**config.mk**
```make
export PLATFORM = sky130hd
export DESIGN_NAME = csvg_div_cell
export DESIGN_NICKNAME = d
export VERILOG_FILES = /design/src/design/csvg_pkg.sv /design/src/design/csvg_div_cell.sv
export SDC_FILE = /design/constraint.sdc
export NUM_CORES = 1
export LEC_CHECK = 0
export ABC_AREA = 1
export BUFFER_PORTS_ARGS = -buffer_cell sky130_fd_sc_hd__buf_2
export CORE_ASPECT_RATIO = 0.9
export CORE_UTILIZATION = 52
export CTS_BUF_LIST = sky130_fd_sc_hd__clkbuf_8
export CTS_CLUSTER_DIAMETER = 60
export DETAILED_ROUTE_END_ITERATION = 8
export GPL_ROUTABILITY_DRIVEN = 1
export PLACE_DENSITY_LB_ADDON = 0.08
export SLEW_MARGIN = 15
export SYNTH_ARGS = -nofsm -noshare
export SYNTH_HDL_FRONTEND = slang
export SYNTH_SLANG_ARGS = --single-unit
```
**constraint.sdc**
```tcl
create_clock -name clk -period 6.2 [get_ports clk]
set_input_delay 1.24 -clock clk [delete_from_list [all_inputs] [get_ports clk]]
set_output_delay 1.24 -clock clk [all_outputs]
set_load 0.05 [all_outputs]
```
**src/design/csvg_pkg.sv**
```systemverilog
// Shared types, constants and tables of the cylinder side vertex generator.
package csvg_pkg;

  // Largest segment count the datapath is sized for.
  localparam int MAX_SEGMENTS  = 128;
  localparam int MIN_SEGMENTS  = 3;
  localparam int NW            = 8;   // segment count and angle step width
  localparam int IW            = 7;   // segment index width
  localparam int DW            = 24;  // dividend width
  localparam int QW            = 17;  // quotient width
  localparam int DIV_STAGES    = QW;
  localparam int CORDIC_STAGES = 16;
  localparam int XW            = 32;  // CORDIC vector width
  localparam int ZW            = 20;  // CORDIC angle width
  localparam int RW            = 15;  // radius and height width

  localparam logic [QW-1:0]        HALF_PI_Q16     = QW'(102944);
  localparam logic signed [XW-1:0] CORDIC_GAIN_Q28 = XW'(163008219);
  localparam logic signed [15:0]   ONE_Q14         = 16'sd16384;

  // Configuration register indexes.
  localparam logic [1:0] CFG_RADIUS   = 2'd0;
  localparam logic [1:0] CFG_HEIGHT   = 2'd1;
  localparam logic [1:0] CFG_SEGMENTS = 2'd2;

  // Item moving through the divider cells.
  typedef struct packed {
    logic          vld;
    logic          second;
    logic [1:0]    quad;
    logic          rzero;
    logic [NW-1:0] n;
    logic [DW-1:0] dth;
    logic [DW-1:0] du;
    logic [NW-1:0] rth;
    logic [NW-1:0] ru;
    logic [QW-1:0] qth;
    logic [QW-1:0] qu;
  } div_tok_t;

  // Item moving through the CORDIC cells.
  typedef struct packed {
    logic                 vld;
    logic                 second;
    logic [1:0]           quad;
    logic                 rzero;
    logic [QW-1:0]        u;
    logic signed [XW-1:0] x;
    logic signed [XW-1:0] y;
    logic signed [ZW-1:0] z;
  } cor_tok_t;

  // One finished ring vertex pair column (one angle).
  typedef struct packed {
    logic                 vld;
    logic                 second;
    logic signed [15:0]   cs;
    logic signed [15:0]   sn;
    logic signed [15:0]   px;
    logic signed [15:0]   pz;
    logic [QW-1:0]        u;
  } vert_t;

  // Arctangent of 2^-j in radians, 16 fraction bits.
  function automatic logic signed [ZW-1:0] atan_q16(input logic [3:0] j);
    logic signed [ZW-1:0] a;
    case (j)
      4'd0:    a = ZW'(51472);
      4'd1:    a = ZW'(30386);
      4'd2:    a = ZW'(16055);
      4'd3:    a = ZW'(8150);
      4'd4:    a = ZW'(4091);
      4'd5:    a = ZW'(2047);
      4'd6:    a = ZW'(1024);
      4'd7:    a = ZW'(512);
      4'd8:    a = ZW'(256);
      4'd9:    a = ZW'(128);
      4'd10:   a = ZW'(64);
      4'd11:   a = ZW'(32);
      4'd12:   a = ZW'(16);
      4'd13:   a = ZW'(8);
      4'd14:   a = ZW'(4);
      default: a = ZW'(2);
    endcase
    return a;
  endfunction

  // Whether a slot of the six-vertex list uses the next angle.
  function automatic logic ring_next(input logic [2:0] slot);
    logic r;
    case (slot)
      3'd2, 3'd3, 3'd5: r = 1'b1;
      default:          r = 1'b0;
    endcase
    return r;
  endfunction

  // Whether a slot of the six-vertex list lies on the bottom ring.
  function automatic logic ring_bottom(input logic [2:0] slot);
    logic r;
    case (slot)
      3'd0, 3'd2, 3'd3: r = 1'b1;
      default:          r = 1'b0;
    endcase
    return r;
  endfunction

endpackage

```
**src/design/csvg_div_cell.sv**
```systemverilog
// One restoring division cell: one quotient bit of angle and of u per item.
module csvg_div_cell (
  input  logic                clk,
  input  logic                rst_n,
  input  logic                en,
  input  logic [4:0]          stage,
  input  csvg_pkg::div_tok_t  tok_in,
  output csvg_pkg::div_tok_t  tok_out
);

  csvg_pkg::div_tok_t tok_r, tok_nxt;
  logic [4:0]  bit_sel;
  logic [8:0]  rth_sh, ru_sh, n_ext;
  logic        th_ge, u_ge;

  // Bring down the next dividend bit and try one subtraction per quotient.
  always_comb begin
    bit_sel = 5'(csvg_pkg::DIV_STAGES - 1) - stage;
    n_ext   = {1'b0, tok_in.n};
    rth_sh  = {tok_in.rth, tok_in.dth[bit_sel]};
    ru_sh   = {tok_in.ru, tok_in.du[bit_sel]};
    th_ge   = (rth_sh >= n_ext);
    u_ge    = (ru_sh >= n_ext);
    tok_nxt = tok_in;
    tok_nxt.rth = th_ge ? 8'(rth_sh - n_ext) : rth_sh[7:0];
    tok_nxt.ru  = u_ge ? 8'(ru_sh - n_ext) : ru_sh[7:0];
    tok_nxt.qth = {tok_in.qth[csvg_pkg::QW-2:0], th_ge};
    tok_nxt.qu  = {tok_in.qu[csvg_pkg::QW-2:0], u_ge};
  end

  always_ff @(posedge clk) begin
    if (!rst_n) begin
      tok_r.vld <= 1'b0;
    end else if (en) begin
      tok_r.vld <= tok_nxt.vld;
    end
  end

  always_ff @(posedge clk) begin
    if (en) begin
      tok_r.second <= tok_nxt.second;
      tok_r.quad   <= tok_nxt.quad;
      tok_r.rzero  <= tok_nxt.rzero;
      tok_r.n      <= tok_nxt.n;
      tok_r.dth    <= tok_nxt.dth;
      tok_r.du     <= tok_nxt.du;
      tok_r.rth    <= tok_nxt.rth;
      tok_r.ru     <= tok_nxt.ru;
      tok_r.qth    <= tok_nxt.qth;
      tok_r.qu     <= tok_nxt.qu;
    end
  end

  assign tok_out = tok_r;

endmodule

```
; Word-level counts from Yosys, hierarchy flattened
; Index checks and enable logic that the tools add are counted.
[op_classes]
n_addsub = 3
n_mul = 0
div = 0
n_lt_le_gt_ge = 3
n_eq_ne = 0
shifts = 0
n_mux = 6
n_bitwise = 0
reduce_logical = 0
[op_table]
columns = operator, count
row1 = 9-bit by 8-bit greater-or-equal comparator with 1-bit output, 2
row2 = 8-bit 2-to-1 mux, 2
row3 = 8-bit subtractor, 2
row4 = 1-bit binary-select mux with 5-bit select, 2
row5 = "5-bit by 6-bit less-than comparator with 1-bit output, second input constant", 1
row6 = "5-bit subtractor, first input constant", 1
row7 = 1-bit 2-to-1 mux, 2
[totals]
regBits = 111
latchBits = 0
ramBits = 0
mem_bits_ro = 0
in_bits = 119
output_inout_bits = 111
elab_cells = 23
mem_count = 0

; Longest topological paths before layout
; Gate-level depths: netlist of run 1.
[logic_depth]
word_depth = 5
ltp_mapped = 20

; Worst setup path after synthesis of run 1
; No wires, ideal clock.
[synth_path]
path_kind = input-to-reg
startpoint = in stage[0]
endpoint = reg tok_r, in the netlist tok_out[40], data pin
arrival_time_ps = 3636
required_time_ps = 5943
setup_slack_ps = 2307
path_stages = 19
path_buffers = 3
path_cell_list = buf_4 inv_4 buf_4 ha_1 buf_2 nand3_1 nand3_1 nand3_1 nand2_1 nand2_1 nand2_2 inv_1 ha_1 fa_1 nor2_1 nand2_1 nand3_1 xnor2_1 o21ai_2
[synth_lines]
columns = element, line_no
row1 = start: declaration, csvg_div_cell.sv:6  ; input logic [4:0] stage,
row2 = end: declaration, csvg_div_cell.sv:11  ; csvg_pkg::div_tok_t tok_r, tok_nxt;

==> results of run 1 <==
[how the worst max path moves through the flow]
stage / startpoint / to / slack, ns
2_1_floorplan: stage[0] / tok_out[40] / 2.31
3_3_place_gp: stage[0] / tok_out[40] / 1.51
3_5_place_dp: stage[0] / tok_out[40] / 1.50
4_1_cts: stage[0] / tok_out[40] / 1.91
5_1_grt: stage[0] / tok_out[40] / 1.53
6_report: stage[0] / tok_out[40] / 1.89
[layout by cell type, fill, tap and decap left out, types with 2 or more instances in the layout]
cell and instances:
o21ai_0 10, a21o_1 5, buf_2 226, clkbuf_8 9
nand2_1 87, nor2_1 25, nand3b_1 2, a21oi_2 4
clkinvlp_4 2, inv_2 4, xor2_1 9, nand2_2 10
inv_1 50, nand4_1 2, buf_4 2, a21oi_1 5
o21ai_2 14, fa_1 2, o21ai_1 3, edfxtp_1 110
nand3_1 32, xnor2_1 6, o211ai_1 3, ha_1 17
inv_6 3
[metal layers]
| metal | global-route usage | part of all wire | vias to the layer above |
|---|---|---|---|
| met5 | 0 | 0 | - |
| met4 | 0.0938 | 0.019 | 0 |
| met3 | 0.0677 | 0.082 | 16 |
| met2 | 0.425 | 0.50 | 176 |
| met1 | 0.285 | 0.40 | 1808 |
| li1 | - | - | 1900 |
[logic make-up (layout without fill, tap and decap cells)]
kind of cell | after synthesis | count (layout) | synth area share
compound gates | 47 | 47 | 0.0647
fa+ha+maj | 19 | 19 | 0.0499
simple gates | 164 | 164 | 0.148
flops | 111 | 111 | 0.656
buf+inv | 62 | 298 | 0.0558
xor+xnor | 15 | 15 | 0.0259
[per-stage QoR]
stage / utilization / instance area, sq um / power, W / hold WS (ns) / worst slack (ns)
global placement: 0.677 / 6290 / 0.00147 / 0.521 / 1.51
CTS: 0.696 / 6470 / 0.00189 / 0.591 / 1.91
floorplan: - / 5070 / 0.00133 / 0.753 / 2.31
finish: 0.696 / 6470 / 0.00187 / 0.580 / 1.89
global route: 0.696 / 6470 / 0.00195 / 0.625 / 1.53
detailed placement: 0.677 / 6290 / 0.00148 / 0.561 / 1.50
[where the power goes]
part	total [W]	leakage, nW	internal [W]	switching, W
Combinational	0.000542	1.86	0.000137	0.000404
Sequential	0.000920	1.08	0.000904	0.0000155
Clock	0.000410	0.0900	0.000152	0.000257
Total	0.00187	3.04	0.00119	0.000677
[final cells by class]
type                       count  area share
timing repair buffer         228       0.177
clock inverter                 7     0.00871
inverter                      54      0.0317
clock buffer                   9      0.0192
tap                          122      0.0236
sequential                   111       0.514
multi-input combinational    245       0.226
[critical path, cell delays in order]
cell     delay, ns
buf_2         0.38
inv_4         0.21
ha_1          0.57
inv_2         0.26
o21ai_0       0.12
o22ai_1       0.13
nand2_1       0.07
nand2_1       0.07
nand2_1       0.05
nand2_2       0.08
inv_1         0.04
ha_1          0.23
fa_1          0.42
nor2_1        0.16
nand2_1       0.07
nand3_1       0.11
xnor2_1       0.14
o21ai_2       0.08
==> results by group, run 1 <==
Pwr
  • Leakage: 3.04 nW
  • PwrDens: 289 nW/um^2
  • Maximum vdd drop: 0.000157 V

Yosys
  • Mapped Nets: 556
  • Post-synth top cells: edfxtp_1 (110), nand2_1 (87), inv_1 (49)
  • YS warnings: 0
  • Top post-synthesis cells by area: edfxtp_1 (65%), nand2_1 (6.4%), ha_1 (4.2%)
  • Syn Inst Count: 418
  • Most used DFF post-synth: edfxtp_1
  • Dominant cell type by area after synthesis: edfxtp_1
  • FF+latch count, synth: 111
  • Async SR Flop Fraction: 0
  • Mapped Area: 5070 sq um
  • Mean Syn Cell Area: 12.1 sq um
  • EDFF count, synth: 110
  • Synth top area share: 0.652
  • Seq/Total Area, Yosys: 0.656
  • Most common cell in the netlist: edfxtp_1
  • Post-synthesis cell type count: 34

Floorplan
  • Die area: 10100 sq um
  • Core area: 9290 sq um
  • Row cnt: 33
  • Ports: 230
  • Die H: 95.6 microns
  • Initial Util: 0.545
  • Die Width: 106 microns

Critical path
  • Critical Path Source Type: primary input
  • Critical path type: primary input to register
  • Maximum fanout along the worst path: 26
  • R2R Setup Slk: 5.51 ns
  • Worst Path Required: 6.32 ns
  • Cells on worst reg2reg path: 2
  • Origin of the critical flop-to-flop path: tok_out[110]
  • Crit Reg-Reg Endpoint: tok_out[110]
  • Worst EP arrival: 4.43 ns
  • CP endpoint kind: register

STA
  • Slew Limit Fails: 0
  • Fin. Hold Viols: 0
  • Final setup fails: 0
  • Final period util: 0.695
  • Max Fclk: 232 MHz
  • Rel. slew slack: 0.497
  • Crit path time final: 4.31 ns
  • RSZ-0062 raised after global routing: no
  • Final setup TNS: 0 ns
  • Clock skew: 0 ns
  • Worst Tran Pin Value: 0.755 ns

Routing
  • DRT Pass-1 Iters: 5
  • WL/cell: 15.8 microns
  • Final WL: 12300 microns
  • Post-DR vias/cell: 5.03
  • Vias: 3900
  • Antenna Nets Post-Route: 0
  • Post-route DRC violation count: 0
  • DRT iter0 DRCs: 165

CTS
  • Num CTS Buffers: 9
  • Postcts setup bufs: 0
  • Clock Sinks: 111
  • Hold_buf cts: 0
  • Htree depth: 3
  • Worst skew pair latency: 0.36 ns
  • Clk slew on worst S/H paths: 0.11 ns
  • Max clock buf depth: 2
  • CTS tree: built
  • PostCTS Resize Cnt: 0
  • Clock Root Buffer: clkbuf_8

Global route
  • Initial antenna violation count: 0
  • Largest net degree at the start of global routing: 61
  • Vias in the first global route: 3679
  • Overflow left after global routing: 0
  • First-pass GRT wire length: 18300 microns
  • Total GRT Usage: 0.242

Hold path
  • Hold WC Path Type: register to register
  • Min-delay src: tok_out[110]
  • Hold endpoint: tok_out[110]
  • WHS Path Cells: 2

Finish
  • Fill cells: 752
  • Ant diodes: 0
  • Area of the multi-input gates: 1460 sq um
  • Post-route insts no fill: 776
  • P&R area growth vs syn: 27.7%
  • Share of cells above drive strength 1: 0.430
  • Max reg flops: 111
  • Final #Nets: 787
  • Register Area: 3320 sq um

Placement
  • Gpl congestion: 0.858
  • Port Buffers: 227
  • Post-placement cell count: 760
  • Post-DP HPWL: 9550 microns

Run status
  • Status: finished clean

Job
  • Number of max-cap violations: 0
Power figures use the tool's default switching activity.
==> run 2, diff against run 1 <==
--- a/config.mk
+++ b/config.mk
@@ -5,10 +5,10 @@
 export SDC_FILE = /design/constraint.sdc
 export NUM_CORES = 1
 export LEC_CHECK = 0
-export ABC_AREA = 1
+export ABC_AREA = 0
 export BUFFER_PORTS_ARGS = -buffer_cell sky130_fd_sc_hd__buf_2
 export CORE_ASPECT_RATIO = 0.9
-export CORE_UTILIZATION = 52
+export CORE_UTILIZATION = 43
 export CTS_BUF_LIST = sky130_fd_sc_hd__clkbuf_8
 export CTS_CLUSTER_DIAMETER = 60
 export DETAILED_ROUTE_END_ITERATION = 8
==> constraint.sdc (replaced) <==
create_clock -name clk -period 3.8 [get_ports clk]
set_input_delay 0.76 -clock clk [delete_from_list [all_inputs] [get_ports clk]]
set_output_delay 0.76 -clock clk [all_outputs]
set_load 0.05 [all_outputs]
==> run 2 against run 1 <==
Effect of this change: routed wire length decreased by 13%; critical path depth decreased by 1; sequential share of layout area rose by 0.38 points; largest cell class unchanged; combinational power rose by 65%; worst setup slack got worse by 1.7 ns; die area grew 14%; core utilization fell by 10 points; clock-buffer cell count is the same; synthesized cell count fell by 34%; global-route usage fell by 6.0 points.
==> results by group, run 2 <==
Finish
  • Fill cells: 881 (+17%)
  • Most frequent cells in the layout: buf_2 (226), edfxtp_1 (110), inv_1 (19), ha_1 (17), buf_4 (16)
  • Max reg flops: 111 (unchanged)
  • Register Area: 3320 sq um (unchanged)
  • Final Util: 0.594 (-0.102)
  • P&R area growth vs syn: 34.6%
  • Share of cells above drive strength 1: 0.529 (+0.0994)
  • Area of the multi-input gates: 1360 sq um (-6.7%)
  • Final #Nets: 666 (-15%)
  • Commonest non-fill, non-tap cell in the layout: buf_2
  • Post-route insts no fill: 666 (-14%)
  • Ant diodes: 0 (unchanged)

Yosys
  • Mapped Area: 4770 sq um (-5.8%)
  • Syn Inst Count: 275 (-34%)
  • Dominant cell type by area after synthesis: edfxtp_1
  • Synth top area share: 0.692 (+0.0404)
  • Post-synth top cells: edfxtp_1 (110), ha_1 (17), inv_1 (17)
  • Async SR Flop Fraction: 0 (unchanged)
  • Most used DFF post-synth: edfxtp_1
  • FF+latch count, synth: 111 (unchanged)
  • Mean Syn Cell Area: 17.3 sq um (+43%)
  • Seq/Total Area, Yosys: 0.697 (+0.0406)
  • Top post-synthesis cells by area: edfxtp_1 (69%), ha_1 (4.5%), mux4_1 (3.9%)
  • Most common cell in the netlist: edfxtp_1
  • Mapped Nets: 413 (-26%)
  • YS warnings: 0 (unchanged)
  • Post-synthesis cell type count: 45 (+32%)
  • EDFF count, synth: 110 (unchanged)

Critical path
  • Maximum fanout along the worst path: 7 (-73%)
  • Critical path type: primary input to register
  • Cells on worst reg2reg path: 2 (unchanged)
  • Worst EP arrival: 3.75 ns (-0.68 ns)
  • Critical Path Source Type: primary input
  • CP endpoint kind: register
  • R2R Setup Slk: 3.18 ns (-2.33 ns)
  • Worst Path Required: 3.94 ns (-2.38 ns)

Hold path
  • Hold WC Path Type: primary input to register
  • WHS Path Cells: 1 (-1)

CTS
  • CTS tree: built
  • Htree depth: 3 (unchanged)
  • Worst skew pair latency: 0.37 ns (about the same)
  • Max clock buf depth: 2 (unchanged)
  • Clock Root Buffer: clkbuf_8
  • Num CTS Buffers: 9 (unchanged)
  • Hold_buf cts: 0 (unchanged)
  • Postcts setup bufs: 0 (unchanged)
  • Clk slew on worst S/H paths: 0.10 ns (about the same)
  • Clock Sinks: 111 (unchanged)

Floorplan
  • Die area: 11500 sq um (+14%)
  • Row cnt: 36 (+9.1%)
  • Core area: 10800 sq um (+16%)
  • Initial Util: 0.441 (-0.104)
  • Ports: 230 (unchanged)
  • Die H: 102 microns (+6.6%)
  • Die Width: 113 microns (+6.6%)

STA
  • Clock skew: 0 ns (unchanged)
  • Max Fclk: 277 MHz
  • Worst Tran Pin Value: 0.943 ns (+0.189 ns)
  • RSZ-0062 raised after global routing: no
  • Slew Limit Fails: 0 (unchanged)
  • Crit path time final: 3.61 ns
  • Final setup fails: 0 (unchanged)
  • Fin. Hold Viols: 0 (unchanged)
  • Final setup TNS: 0 ns (unchanged)
  • Rel. slew slack: 0.371 (-0.126)
  • Final period util: 0.951

Pwr
  • Pwr Total: 0.00303 W (+62%)
  • Clk pwr share: 0.209 (-0.010)
  • Int Pwr: 0.00199 W (+67%)
  • Maximum vdd drop: 0.000334 V (+110%)
  • P_sw: 0.00104 W (+53%)
  • PwrDens: 472 nW/um^2 (+63%)
  • Gate power share: 0.294 (+0.005)
  • Reg power frac: 0.496 (+0.004)
  • Leakage: 2.81 nW (-7.5%)
  • Sw Share: 0.342 (-0.0193)

Global route
  • Total GRT Usage: 0.183 (-0.0597)
  • Vias in the first global route: 3033 (-18%)
  • Overflow left after global routing: 0 (unchanged)
  • Initial antenna violation count: 1 (+1)
  • First-pass GRT wire length: 15400 microns (-15%)
  • Largest net degree at the start of global routing: 71 (+16%)

Routing
  • Met3 WL: 946 microns (-5.4%)
  • Post-route DRC violation count: 0 (unchanged)
  • M1 WL: 4300 microns (-12%)
  • Highest metal layer with signal wires: met4
  • Metal2 WL: 5320 microns (-13%)
  • Post-DR vias/cell: 4.86 (-3.3%)
  • Antenna Nets Post-Route: 0 (unchanged)
  • WL/cell: 16.0 microns (+1.6%)
  • Vias: 3237 (-17%)
  • DRT iter0 DRCs: 175 (+6.1%)
  • Final WL: 10700 microns (-13%)
  • DRT Pass-1 Iters: 4 (-1)

Run status
  • Status: finished clean

Placement
  • Post-placement cell count: 650 (-14%)
  • Post-DP HPWL: 8270 microns (-13%)
  • Port Buffers: 227 (unchanged)
  • Gpl congestion: 0.775 (-9.6%)

Job
  • Number of max-cap violations: 0 (unchanged)
==> run 2: per-stage QoR <==
| stage | hold slack, ns | setup slack, ns | area, sq um |
|---|---|---|---|
| after CTS | 0.513 | 0.200 | 6410 |
| after global placement | 0.493 | -0.173 | 6240 |
| final | 0.541 | 0.188 | 6420 |
| after detailed placement | 0.531 | -0.236 | 6240 |
| after floorplan | 0.743 | 0.00527 | 4790 |
| after global routing | 0.507 | 0.0190 | 6420 |
==> run 2: cells by family after synthesis <==
logic type	share of synthesized area
mux	0.0978
fa+ha+maj	0.0530
simple gates	0.0446
compound gates	0.0629
xor+xnor	0.0233
buf+inv	0.0218
flops	0.697
==> run 2: path summary, 6_finish.rpt <==
check                     from      endpoint
setup / recovery      stage[0]   tok_out[40]
hold / removal      tok_in[23]   tok_out[24]
setup reg to reg  tok_out[110]  tok_out[110]
hold reg to reg   tok_out[110]  tok_out[110]
==> run 2: power by group through the flow <==
stage	combinational, W	sequential [W]	clock, W
after floorplan	0.000217	0.00193	0
after global placement	0.000888	0.00153	0
after detailed placement	0.000898	0.00153	0
after CTS	0.000899	0.00150	0.000666
after global routing	0.000943	0.00151	0.000709
final	0.000892	0.00150	0.000634
==> run 2: layout make-up <==
cell class	instances	area share
repair buffers	246	0.207
flip-flops and latches	111	0.518
clock inverters	7	0.00760
inverters	17	0.00994
well taps	133	0.0259
clock buffers	9	0.0193
multi-input cells	143	0.212
==> run 2: metal layers <==
layer,vias to the layer above,global-route usage
met5,-,0
met4,0,0.0658
met3,12,0.0795
met1,1498,0.212
met2,143,0.304
li1,1584,-
==> run 2: worst max-delay path: stages <==
cell	delay, ns
buf_2	0.11
inv_1	0.05
ha_1	0.36
buf_12	0.17
buf_12	0.12
mux4_1	0.21
mux2i_1	0.11
a21oi_1	0.20
a21oi_2	0.09
ha_1	0.22
fa_1	0.40
nor2b_1	0.13
o21ai_0	0.10
a21boi_0	0.26
o21ai_0	0.14
a21boi_0	0.22
o31ai_1	0.10
==> run 2: repair_timing <==
action / 4_1_cts / 5_1_grt
gates resized for setup: 0 / 1
endpoints found under the setup margin: 0 / 1
hold endpoints to repair: 0 / 0
==> run 3, diff against run 2 <==
--- a/config.mk
+++ b/config.mk
@@ -5,10 +5,11 @@
 export SDC_FILE = /design/constraint.sdc
 export NUM_CORES = 1
 export LEC_CHECK = 0
-export ABC_AREA = 0
+export ABC_AREA = 1
 export BUFFER_PORTS_ARGS = -buffer_cell sky130_fd_sc_hd__buf_2
+export CAP_MARGIN = 20
 export CORE_ASPECT_RATIO = 0.9
-export CORE_UTILIZATION = 43
+export CORE_UTILIZATION = 44
 export CTS_BUF_LIST = sky130_fd_sc_hd__clkbuf_8
 export CTS_CLUSTER_DIAMETER = 60
 export DETAILED_ROUTE_END_ITERATION = 8
==> run 3 against run 2 <==
Effect of this change: final area is 2.7% higher; via count grew 17%; register-to-register slack lost 0.05 ns; clock skew unchanged; power increased by 5.3%; global-route usage rose by 2.3 points; maximum frequency increased by 17%; combinational power shrank 1%; core utilization is 0.38 points higher; cell count up 21%; routed wire length grew 9.7%.
==> results by group, run 3 (synthesis results as in run 1) <==
Run status
  • Status: finished clean

Critical path
  • Maximum fanout along the worst path: 6 (-1)
  • CP endpoint kind: register
  • Critical path buffers and inverters: 3 (-1)
  • Slowest stage cell on the critical path: xnor2_1
  • Critical Path Source Type: primary input
  • Critical path type: primary input to register
  • WP depth: 16 (-1)
  • Cells on worst reg2reg path: 2 (unchanged)
  • Crit-path max cell delay: 0.52 ns (+0.12 ns)
  • Worst path cell trace: buf_2 -> inv_4 -> ha_1 -> xnor2_1 -> nand2_1 -> nand2_1 -> nand2_1 -> nand2_2 -> inv_1 -> ha_1 -> fa_1 -> nor2_1 -> nand2_1 -> nand3_1 -> xnor2_1 -> o21ai_2
  • Worst Path Required: 3.94 ns (about the same)
  • Worst EP arrival: 3.22 ns (-0.53 ns)
  • Crit-path most repeated cell: nand2_1
  • Cell family with most CP delay: adder cells

CTS
  • Clock Sinks: 111 (unchanged)
  • Clk slew on worst S/H paths: 0.11 ns (about the same)
  • Postcts setup bufs: 0 (unchanged)
  • Num CTS Buffers: 9 (unchanged)
  • CTS tree: built
  • Clock Root Buffer: clkbuf_8
  • Htree depth: 3 (unchanged)
  • Worst skew pair latency: 0.38 ns (about the same)
  • Max clock buf depth: 2 (unchanged)
  • Hold_buf cts: 0 (unchanged)
  • PostCTS Resize Cnt: 0 (unchanged)

Pwr
  • PwrDens: 484 nW/um^2 (+2.5%)
  • Maximum vdd drop: 0.000307 V (-8.2%)
  • Sw Share: 0.344 (+0.00194)
  • Leakage: 3.09 nW (+9.8%)
  • Clk pwr share: 0.254 (+0.045)
  • Reg power frac: 0.470 (-0.026)
  • Gate power share: 0.276 (-0.018)
  • P_sw: 0.00110 W (+5.9%)
  • Int Pwr: 0.00209 W (+5.0%)

Routing
  • Post-DR vias/cell: 4.69 (-3.4%)
  • DRT iter0 DRCs: 192 (+9.7%)
  • Antenna Nets Post-Route: 0 (unchanged)
  • Vias: 3797 (+17%)
  • Post-route DRC violation count: 0 (unchanged)
  • Final WL: 11700 microns (+9.7%)
  • WL/cell: 14.5 microns (-9.7%)
  • DRT Pass-1 Iters: 5 (+1)

STA
  • Fin. Hold Viols: 0 (unchanged)
  • RSZ-0062 raised after global routing: no
  • Worst Tran Pin Value: 0.829 ns (-0.114 ns)
  • Final setup fails: 0 (unchanged)
  • Final setup TNS: 0 ns (unchanged)
  • Rel. slew slack: 0.447 (+0.0760)
  • Max Fclk: 325 MHz (+17%)
  • Clock skew: 0 ns (unchanged)
  • Crit path time final: 3.08 ns (-0.533 ns)
  • Slew Limit Fails: 0 (unchanged)
  • Final period util: 0.810 (-0.140)

Global route
  • Vias in the first global route: 3667 (+21%)
  • Initial antenna violation count: 0 (-1)
  • Largest net degree at the start of global routing: 66 (-7.0%)
  • Overflow left after global routing: 0 (unchanged)
  • First-pass GRT wire length: 18400 microns (+19%)
  • Total GRT Usage: 0.206 (+0.0234)

Finish
  • Share of cells above drive strength 1: 0.434 (-0.0953)
  • Max reg flops: 111 (unchanged)
  • Final #Nets: 790 (+19%)
  • Post-route insts no fill: 809 (+21%)
  • Ant diodes: 0 (unchanged)
  • P&R area growth vs syn: 30.2%
  • Commonest non-fill, non-tap cell in the layout: buf_2
  • Most frequent cells in the layout: buf_2 (226), edfxtp_1 (110), nand2_1 (87), inv_1 (49), nand3_1 (32)
  • Register Area: 3320 sq um (unchanged)
  • Fill cells: 955 (+8.4%)
  • Area of the multi-input gates: 1460 sq um (+7.2%)

Floorplan
  • Core area: 11000 sq um (+2.1%)
  • Die H: 104 microns (+1.8%)
  • Initial Util: 0.459 (+0.0178)
  • Row cnt: 36 (unchanged)
  • Die area: 11900 sq um (+3.7%)
  • Die Width: 115 microns (+1.8%)
  • Ports: 230 (unchanged)

Hold path
  • Hold WC Path Type: primary input to register
  • WHS Path Cells: 1 (unchanged)

Job
  • Number of max-cap violations: 0 (unchanged)

Placement
  • Post-DP HPWL: 9170 microns (+11%)
  • Gpl congestion: 0.852 (+9.9%)
  • Port Buffers: 227 (unchanged)
  • Post-placement cell count: 793 (+22%)
run 3: changes by cell type in the layout (fill, tap and decap cells not counted), sizes merged, moves of 12 or more:
| cell | before | now |
|---|---|---|
| inv | 21 | 58 |
| buf | 246 | 231 |
| nor2 | 15 | 27 |
| nand2 | 15 | 97 |
| mux4 | 12 | 0 |
| nand3 | 2 | 33 |
| o21ai | 11 | 27 |
run 3: layer usage:
metal / global-route usage / vias to the layer above / share of wire
met5: 0 / - / 0
met2: 0.338 / 177 / 0.47
met4: 0.0798 / 0 / 0.023
met1: 0.244 / 1706 / 0.40
met3: 0.0755 / 20 / 0.10
li1: - / 1894 / -
run 3: path summary, 6_finish.rpt:
kind,endpoint,slack [ns],startpoint
hold / removal,tok_out[29],0.54,tok_in[28]
setup reg to reg,tok_out[110],3.13,tok_out[110]
setup / recovery,tok_out[40],0.72,stage[0]
hold reg to reg,tok_out[110],0.56,tok_out[110]
run 3: power groups by stage:
stage                     registers [W]  logic [W]  clock network (W)
final                           0.00150   0.000879           0.000811
after global routing            0.00151   0.000943           0.000875
after CTS                       0.00150   0.000886           0.000840
after detailed placement        0.00153   0.000885                  0
after global placement          0.00152   0.000878                  0
after floorplan                 0.00193   0.000244                  0
run 3: area by class of cell:
cell class	count	area share
sequential	111	0.504
tap	152	0.0288
clock inverter	7	0.0169
inverter	54	0.0311
multi-input combinational	245	0.221
timing repair buffer	231	0.179
clock buffer	9	0.0188
run 3: stage by stage:
stage | util | area [sq um] | hold WS [ns] | setup slack (ns) | power, W
finish | 0.598 | 6600 | 0.535 | 0.721 | 0.00319
global route | 0.598 | 6600 | 0.506 | 0.423 | 0.00333
CTS | 0.598 | 6600 | 0.509 | 0.728 | 0.00323
floorplan | - | 5070 | 0.753 | 0.387 | 0.00217
global placement | 0.576 | 6360 | 0.525 | 0.324 | 0.00240
detailed placement | 0.576 | 6360 | 0.538 | 0.300 | 0.00241
